<file path="config.mk">
export PLATFORM = sky130hd
export DESIGN_NAME = crcc_back
export DESIGN_NICKNAME = d
export VERILOG_FILES = /design/src/rtl/crcc_pkg.sv /design/src/rtl/crcc_back.sv
export SDC_FILE = /design/constraint.sdc
export NUM_CORES = 1
export LEC_CHECK = 0
export BUFFER_PORTS_ARGS = -buffer_cell sky130_fd_sc_hd__buf_2
export CORE_MARGIN = 2
export CORE_UTILIZATION = 35
export CTS_CLUSTER_DIAMETER = 100
export CTS_CLUSTER_SIZE = 40
export DETAILED_ROUTE_END_ITERATION = 10
export PLACE_DENSITY = 0.54
export SLEW_MARGIN = 20
export SYNTH_ARGS = -nofsm -noshare
export SYNTH_HDL_FRONTEND = slang
export SYNTH_SLANG_ARGS = --single-unit
</file>
<file path="constraint.sdc">
create_clock -name clk -period 5.6 [get_ports clk]
set_clock_uncertainty 0.2 [all_clocks]
set_input_delay 0.28 -clock clk [delete_from_list [all_inputs] [get_ports clk]]
set_output_delay 0.28 -clock clk [all_outputs]
set_load 0.1 [all_outputs]
</file>
<file path="src/rtl/crcc_pkg.sv">
// ----------------------------------------------------------------------------
// crcc_pkg
// Types, constants and the table-entry function of the configuration file
// CRC checker.
// ----------------------------------------------------------------------------
`default_nettype none

package crcc_pkg;

  localparam int unsigned POS_W   = 17;
  localparam logic [POS_W-1:0] POS_MAX = 17'h1ffff;

  localparam logic [7:0]  HDR_BYTE0 = 8'h52;  // 'R'
  localparam logic [7:0]  HDR_BYTE1 = 8'h43;  // 'C'
  localparam logic [15:0] POLY_RESET = 16'h8005;

  localparam int unsigned QDEPTH = 2;
  localparam int unsigned QPTR_W = 1;

  typedef enum logic [1:0] {
    KIND_SKIP,
    KIND_DATA,
    KIND_CHK_HI,
    KIND_CHK_LO
  } byte_kind_t;

  // One classified byte on its way from the front end to the CRC engine.
  typedef struct packed {
    byte_kind_t  kind;
    logic [7:0]  data;
    logic        last;
    logic        hdr_ok;
    logic        len_bad;
    logic        size_ok;
    logic [15:0] decl_len;
  } q_entry_t;

  // Shifts a seed through sixteen steps of the generator polynomial.
  function automatic logic [15:0] table_seed(input logic [15:0] poly,
                                             input logic [15:0] seed);
    logic [15:0] c;
    logic        msb;
    c = seed;
    for (int s = 0; s < 16; s++) begin
      msb = c[15];
      c   = {c[14:0], 1'b0};
      if (msb) begin
        c = c ^ poly;
      end
    end
    return c;
  endfunction

endpackage

`default_nettype wire

</file>
<file path="src/rtl/crcc_back.sv">
// ----------------------------------------------------------------------------
// crcc_back
// CRC engine: runs the table-style update on data bytes, captures the stored
// check and loads the result register on the last byte of a file.
// ----------------------------------------------------------------------------
`default_nettype none

module crcc_back (
  input  wire logic               clk,
  input  wire logic               rst_n,
  input  wire logic               cfg_we,
  input  wire logic [15:0]        cfg_wdata,
  input  wire logic               head_valid,
  input  wire crcc_pkg::q_entry_t head_entry,
  output logic                    pop,
  output logic                    out_valid,
  input  wire logic               out_stall,
  output logic                    out_header_ok,
  output logic                    out_length_bad,
  output logic                    out_size_ok,
  output logic [15:0]             out_declared_length,
  output logic [15:0]             out_stored_check,
  output logic [15:0]             out_computed_check,
  output logic                    out_check_match
);

  logic [15:0]       poly_r, poly_nxt;
  logic [7:0][15:0]  basis_r, basis_nxt;
  logic [15:0]       run_r, run_nxt;
  logic [15:0]       cap_r, cap_nxt;
  logic              out_valid_r, out_valid_nxt;
  logic              out_load;
  logic [7:0]        tbl_idx;
  logic [15:0]       tbl_val;

  logic              hdr_ok_r, len_bad_r, size_ok_r, match_r;
  logic [15:0]       decl_len_r, stored_r, computed_r;

  // The basis is registered from the next polynomial, so it changes with the
  // polynomial register and a byte taken after a write sees the new generator.
  always_comb begin
    poly_nxt = poly_r;
    if (!rst_n) begin
      poly_nxt = crcc_pkg::POLY_RESET;
    end else if (cfg_we) begin
      poly_nxt = cfg_wdata;
    end
  end

  // The table is linear in its index, so one entry is the XOR of the
  // entries for the single set bits, which only change with the polynomial.
  always_comb begin
    for (int k = 0; k < 8; k++) begin
      basis_nxt[k] = crcc_pkg::table_seed(poly_nxt, 16'(1) << k);
    end
  end

  assign tbl_idx = run_r[7:0] ^ head_entry.data;

  always_comb begin
    tbl_val = '0;
    for (int k = 0; k < 8; k++) begin
      if (tbl_idx[k]) begin
        tbl_val = tbl_val ^ basis_r[k];
      end
    end
  end

  assign out_load = !out_valid_r || !out_stall;
  assign pop      = head_valid && (!head_entry.last || out_load);

  always_comb begin
    run_nxt = run_r;
    cap_nxt = cap_r;
    case (head_entry.kind)
      crcc_pkg::KIND_DATA:   run_nxt = {run_r[15:8], 8'h00} ^ tbl_val;
      crcc_pkg::KIND_CHK_HI: cap_nxt = {head_entry.data, cap_r[7:0]};
      crcc_pkg::KIND_CHK_LO: cap_nxt = {cap_r[15:8], head_entry.data};
      default: ;
    endcase

    out_valid_nxt = out_valid_r && out_stall;
    if (pop && head_entry.last) begin
      out_valid_nxt = 1'b1;
    end
  end

  always_ff @(posedge clk) begin
    if (!rst_n) begin
      poly_r      <= crcc_pkg::POLY_RESET;
      run_r       <= '0;
      cap_r       <= '0;
      out_valid_r <= 1'b0;
    end else begin
      poly_r <= poly_nxt;
      if (pop) begin
        run_r <= head_entry.last ? 16'h0000 : run_nxt;
        cap_r <= head_entry.last ? 16'h0000 : cap_nxt;
      end
      out_valid_r <= out_valid_nxt;
    end
  end

  always_ff @(posedge clk) begin
    basis_r <= basis_nxt;
    if (pop && head_entry.last) begin
      hdr_ok_r   <= head_entry.hdr_ok;
      len_bad_r  <= head_entry.len_bad;
      size_ok_r  <= head_entry.size_ok;
      decl_len_r <= head_entry.decl_len;
      stored_r   <= cap_nxt;
      computed_r <= run_nxt;
      match_r    <= !head_entry.len_bad && (cap_nxt == run_nxt);
    end
  end

  assign out_valid           = out_valid_r;
  assign out_header_ok       = hdr_ok_r;
  assign out_length_bad      = len_bad_r;
  assign out_size_ok         = size_ok_r;
  assign out_declared_length = decl_len_r;
  assign out_stored_check    = stored_r;
  assign out_computed_check  = computed_r;
  assign out_check_match     = match_r;

endmodule

`default_nettype wire

</file>
After elaboration in Yosys (flattened, before gate mapping)
Index checks and enable logic that the tools add are counted.
{"block": "totals", "ff_bits": 229, "latchBits": 0, "mem_bits_rw": 0, "rom_bits": 0, "output_inout_bits": 54, "memories": 0}
{"block": "op_classes", "add_sub_neg": 0, "n_mul": 0, "div": 0, "n_lt_le_gt_ge": 0, "n_eq_ne": 4, "n_shift": 0, "muxes": 22, "bitwise": 16, "n_reduce_logical": 10}
{"operator": "$mux 16", "count": 20}
{"operator": "$xor 16x16->16", "count": 15}
{"operator": "$pmux 16 s2", "count": 1}
{"operator": "$eq 16x16->1", "count": 1}
{"operator": "$xor 8x8->8", "count": 1}
{"operator": "$eq 2x2->1 const B", "count": 2}
{"operator": "$logic_and 1x1->1", "count": 4}
{"operator": "$logic_not 1->1", "count": 4}
{"operator": "$eq 2x1->1 const B", "count": 1}
{"operator": "$logic_or 1x1->1", "count": 2}
{"operator": "$mux 1", "count": 1}

Depth between registers and ports, before layout
{"block": "depth", "depth_word": 20, "ltp_mapped": 14, "ltp_nobuf": 10}

Least setup slack after synthesis
Ideal clock, no wire load.
{"block": "synth_path", "path_kind": "register to register", "from": "reg out_valid_r (netlist: out_valid)", "to": "reg match_r (netlist: out_check_match), enable pin", "setup_time_ns": 0.464, "arrival_time_ns": 3.406, "required_time_ns": 4.936, "slack_ns": 1.531, "stages_incl_launch_ff": 5, "n_path_buf": 1, "path_cell_list": "dfxtp_1 -> nand3_1 -> nand2_1 -> clkbuf_1 -> nor2_1"}
{"block": "synth_between", "elab_chain_len": 5}
{"element": "from (decl)", "line_no": "crcc_back.sv:31", "rtl": "logic out_valid_r, out_valid_nxt;"}
{"element": "from (signal assigned)", "line_no": "crcc_back.sv:100", "rtl": "out_valid_r <= out_valid_nxt;"}
{"element": "$logic_not 1->1", "line_no": "crcc_back.sv:69", "rtl": "assign out_load = !out_valid_r || !out_stall;"}
{"element": "$logic_or 1x1->1", "line_no": "crcc_back.sv:69"}
{"element": "$logic_or 1x1->1", "line_no": "crcc_back.sv:70", "rtl": "assign pop = head_valid && (!head_entry.last || out_load);"}
{"element": "$logic_and 1x1->1", "line_no": "crcc_back.sv:70"}
{"element": "$logic_and 1x1->1", "line_no": "crcc_back.sv:106", "rtl": "if (pop && head_entry.last) begin"}
{"element": "to (signal assigned)", "line_no": "crcc_back.sv:113", "rtl": "match_r <= !head_entry.len_bad && (cap_nxt == run_nxt);"}
{"element": "to (decl)", "line_no": "crcc_back.sv:36", "rtl": "logic hdr_ok_r, len_bad_r, size_ok_r, match_r;"}
Every way passes these cells.
A chain may end at the register's enable or synchronous reset.

Worst setup path after layout
{"block": "layout_path", "from": "reg run_r[3]", "to": "reg match_r (netlist: out_check_match), data pin"}
{"block": "layout_between", "elab_chain_len": 14}
{"element": "from (decl)", "line_no": "crcc_back.sv:29", "rtl": "logic [15:0] run_r, run_nxt;"}
{"element": "from (signal assigned)", "line_no": "crcc_back.sv:97", "rtl": "run_r <= head_entry.last ? 16'h0000 : run_nxt;"}
{"element": "$xor 8x8->8", "line_no": "crcc_back.sv:58", "rtl": "assign tbl_idx = run_r[7:0] ^ head_entry.data;"}
{"element": "$mux 16", "line_no": "crcc_back.sv:63", "rtl": "if (tbl_idx[k]) begin"}
{"element": "$xor 16x16->16", "line_no": "crcc_back.sv:64", "rtl": "tbl_val = tbl_val ^ basis_r[k];"}
{"element": "$mux 16", "line_no": "crcc_back.sv:63"}
{"element": "$xor 16x16->16", "line_no": "crcc_back.sv:64"}
{"element": "$mux 16", "line_no": "crcc_back.sv:63"}
{"element": "$xor 16x16->16", "line_no": "crcc_back.sv:64"}
{"element": "$mux 16", "line_no": "crcc_back.sv:63"}
{"element": "$xor 16x16->16", "line_no": "crcc_back.sv:64"}
{"element": "$mux 16", "line_no": "crcc_back.sv:63"}
{"element": "$xor 16x16->16", "line_no": "crcc_back.sv:76", "rtl": "crcc_pkg::KIND_DATA: run_nxt = {run_r[15:8], 8'h00} ^ tbl_val;"}
{"element": "$mux 16 (*)", "line_no": "crcc_back.sv:75", "rtl": "case (head_entry.kind)"}
{"element": "$eq 16x16->1 (*)", "line_no": "crcc_back.sv:113"}
{"element": "$logic_and 1x1->1 (*)", "line_no": "crcc_back.sv:113"}
Mark *: on every way between the ends. The rest lies on a longest branch, timed or not.

==> results.txt <==
The flow ran to the end, and the final reports show no timing, DRC or antenna violations. In the synthesized netlist, the number of instances is 1117. The tools report the nature of the critical path startpoint as a flop. VDD sags by at most 182 uV.

For the setup violation total in the final timing report, the log shows 0. The number of global-route vias before repair was 7534. The congestion estimate from routability-driven global placement came to 0.861.

The tools report the start of the worst register-to-register path as run_r[3]$_SDFFE_PN0P_. The analysis attributes to cell leakage a power of 5.27 nW. Summing internal, switching and leakage power gives 4.86 mW. For the initial detailed-routing violation count, the log shows 551. The tightest min-delay check is of the in2reg type.

STA classifies the critical path endpoint as a flop. During I/O placement, the number of pins put on the boundary was 105. For the final HPWL from detailed placement, the log shows 20.6 mm. The die is 181 um tall. Cells fill 40.6% of the core in the end. The tools report the worst min-delay path startpoint as cfg_wdata[1]. Sink count of the clock tree: 229. The critical path ends at out_check_match$_DFFE_PP_. The number of nets at the end of the flow is 1280.

After global routing the overflow that remains totals 0. The number of antenna diodes in the final layout is 0. In this run the power density over the cells is 390 mW/mm^2.

In this design, the stage delay of the slowest critical-path cell is 760 ps. The number of failing hold endpoints at the final stage was 0. The root cell of the clock tree is clkbuf_16.

The run gives 0 as the number of max-slew violations in the final report. The number of H-tree branching levels is 1, and the relative slew slack is 25.5%. Number of detailed-routing iterations run before antenna repair: 5. Entering global routing, the biggest net connects 50 pins. Data on the critical path is required at its endpoint by 5730 ps.

The logs give 1750 ps for the slack of the worst reg-to-reg path and 0 ps for the setup TNS. The layout-stage area growth over the synthesis result is 13.9%. For this run, asynchronously set or reset flops after synthesis account for 0%. The post-route DRC violation count was 0.

The primary flip-flop cell chosen by synthesis mapping was dfxtp_1. After detailed routing, the average wire length per cell comes to 17.5 um. The floorplan step set the die width to 181 um. At the worst endpoint, the arrival time is 3980 ps. The number of buffers inserted by port buffering was 104. Counting buffers and inverters, the worst setup path is 10 cells deep. The logs give 0.0307 sq mm for the core area and 35.7% for the starting utilization of the core area. On the critical path the largest part of the delay comes from XOR/XNOR gates. Setup repair after global routing left no endpoint under its margin. Clock latency on the worst-skew pair, taken at its later pin, is 500 ps. Total of cells resized after clock tree synthesis: 0.

Yosys mapped a number of flops with a built-in enable equal to 52. The most numerous cell type found on the critical path is xnor2_1. The combined buffer and inverter count along the critical path is 1. The filler cells instantiated in the layout total 3057. In the finished design, the share of the clock period the worst path needs comes to 68.8%. For this run, the total global-route usage over all layers was measured as 17.2%. Total CTS buffers: 11.

Wires add up to 28.4 mm. Critical-path maximum fanout: 10. TritonCTS built the clock tree. Slew at the pin with the worst max-slew slack: 1110 ps.

The tools report the beginning of the critical path as run_r[3]$_SDFFE_PN0P_. The cell depth of the worst flop-to-flop path is 10. The die footprint is 0.0327 sq mm. The most common library cell in the layout ignoring fill and taps is dfxtp_1.

After clock tree synthesis, the setup repair step added 0 buffers. The mapped cell area came out at 0.0109 sq mm. The mean instance size in the synthesized netlist works out to 9.80 sq um. The routed design could run at a clock period as short as 3850 ps.

The largest buffer count on any clock path came out at 3. The detail route stage leaves a number of antenna-violating nets equal to 0. In this run the critical register-to-register path is captured at out_check_match$_DFFE_PP_.

The cell at the slowest stage of the critical path was xor2_1. The floorplan has 64 rows. Timing would allow up to 260 MHz. The number of antenna violations at the first check in global routing is 0.

The synthesized netlist contains 62 unique library cells. The sequential-to-total area share from yosys stat came out at 46.6%. The routed layout has 7709 vias. Dividing the detail-routed via count by the number of cells gives 4.73. The logs give 44.2 mm for the global-route wire length before repair and 0 for the total number of yosys warnings. The tool flagged a number of max-cap violations equal to 0. The run gives 21 as the count of hold buffers inserted by post-cts repair. The synthesized design contains 229 register bits.

The critical path goes through xor2_1 -> buf_4 -> nand2_1 -> xnor2_1 -> xnor2_1 -> xnor2_1 -> nand2_1 -> a221o_1 -> a2111o_1 -> nor4_1. The post-synth net total was 1168. In the layout the commonest cells are dfxtp_1 (177), nand2_1 (167), xnor2_1 (151).

The critical path in this run is classified as reg2reg. The clock-pin slew of the registers on the worst-case setup and hold paths was 140 ps; the share of cells above drive strength 1 was 16.5%.
[registers in the layout, indices dropped and copies added (netlist names), 16 cells and up]
signal / count
poly_r: 16
out_declared_length: 16
run_r: 16
out_stored_check: 16
out_computed_check: 16
basis_r: 128
cap_r: 16
[metrics by stage]
stage               cells  hold slack, ps  setup slack (ps)  area (sq um)
finish               1629            44.4              1750         12500
global placement     1591             252              1530         11900
global route         1629            45.0              1480         12500
floorplan            1117             179              1530         10900
CTS                  1629            23.7              1760         12500
detailed placement   1591             258              1390         11900
[cells in the mapped netlist (6+ instances only)]
cell / n / area [sq um]
xnor2_1: 151 / 1320
mux2_4: 7 / 105
clkbuf_1: 28 / 105
nand2_1: 167 / 627
mux2_2: 8 / 90.1
xnor2_2: 15 / 244
nor3_1: 21 / 105
xor2_1: 61 / 534
nor2_1: 75 / 282
xnor3_1: 7 / 158
and3_1: 6 / 37.5
dfxtp_1: 177 / 3540
nor2b_1: 30 / 188
o21ai_0: 23 / 115
a211oi_1: 9 / 67.6
mux2i_1: 21 / 210
buf_2: 7 / 35.0
a22oi_1: 19 / 143
o211a_1: 7 / 70.1
inv_1: 63 / 236
a211o_1: 8 / 70.1
a21oi_1: 39 / 195
edfxtp_1: 52 / 1560
nand2_2: 8 / 50.1
o211ai_1: 9 / 67.6
inv_2: 7 / 26.3
nand3_1: 21 / 105
[how the worst min path moves through the flow]
stage                     slack [ps]                          endpoint  depth (start not counted)
after floorplan                  180  out_declared_length[0]$_DFFE_PP_                          0
after global placement           250             cap_r[5]$_SDFFE_PN0P_                          2
after detailed placement         260             out_size_ok$_DFFE_PP_                          1
after CTS                         20              poly_r[1]$_SDFF_PN0_                          4
after global routing              50              poly_r[1]$_SDFF_PN0_                          4
final                             40              poly_r[1]$_SDFF_PN0_                          4
[report_power, final]
| group | internal, mW | total, mW | switching, mW |
|---|---|---|---|
| logic | 0.660 | 1.79 | 1.13 |
| clock network | 0.403 | 1.00 | 0.597 |
| registers | 1.98 | 2.08 | 0.0910 |
| total | 3.05 | 4.86 | 1.81 |
[kinds of logic (layout without fill, tap and decap cells)]
group / Yosys count / count (layout) / share of synthesized area, %
flip-flops: 229 / 229 / 46.6
multiplexers: 39 / 39 / 4.22
AO/OA/AOI/OAI: 148 / 148 / 9.27
buffers and inverters: 119 / 235 / 4.76
XOR/XNOR: 238 / 238 / 21.3
AND/OR/NAND/NOR: 344 / 344 / 13.8
[worst reg2reg max path, cell delays in order, from the launching register on]
cell,delay (ps)
dfxtp_1,470
xor2_1,760
buf_4,340
nand2_1,90
xnor2_1,140
xnor2_1,150
xnor2_1,370
nand2_1,180
a221o_1,340
a2111o_1,370
nor4_1,270
[area by class of cell]
| cell class | instances | area [sq um] | share of cell area [%] |
|---|---|---|---|
| multi-input combinational | 769 | 5340 | 42.8 |
| clock inverter | 6 | 104 | 0.833 |
| inverter | 76 | 293 | 2.35 |
| clock buffer | 11 | 275 | 2.21 |
| sequential | 229 | 5100 | 41.0 |
| tap | 396 | 495 | 3.97 |
| timing repair buffer | 142 | 858 | 6.89 |
[layer usage]
layer,vias to the layer above,wire (um),global-route usage (%)
met4,0,452,3.16
li1,3878,-,-
met1,3566,13900,24.6
met3,29,1630,2.68
met5,-,0,0
met2,236,12500,27.6
Note: power is estimated with default switching activity, not from simulation.
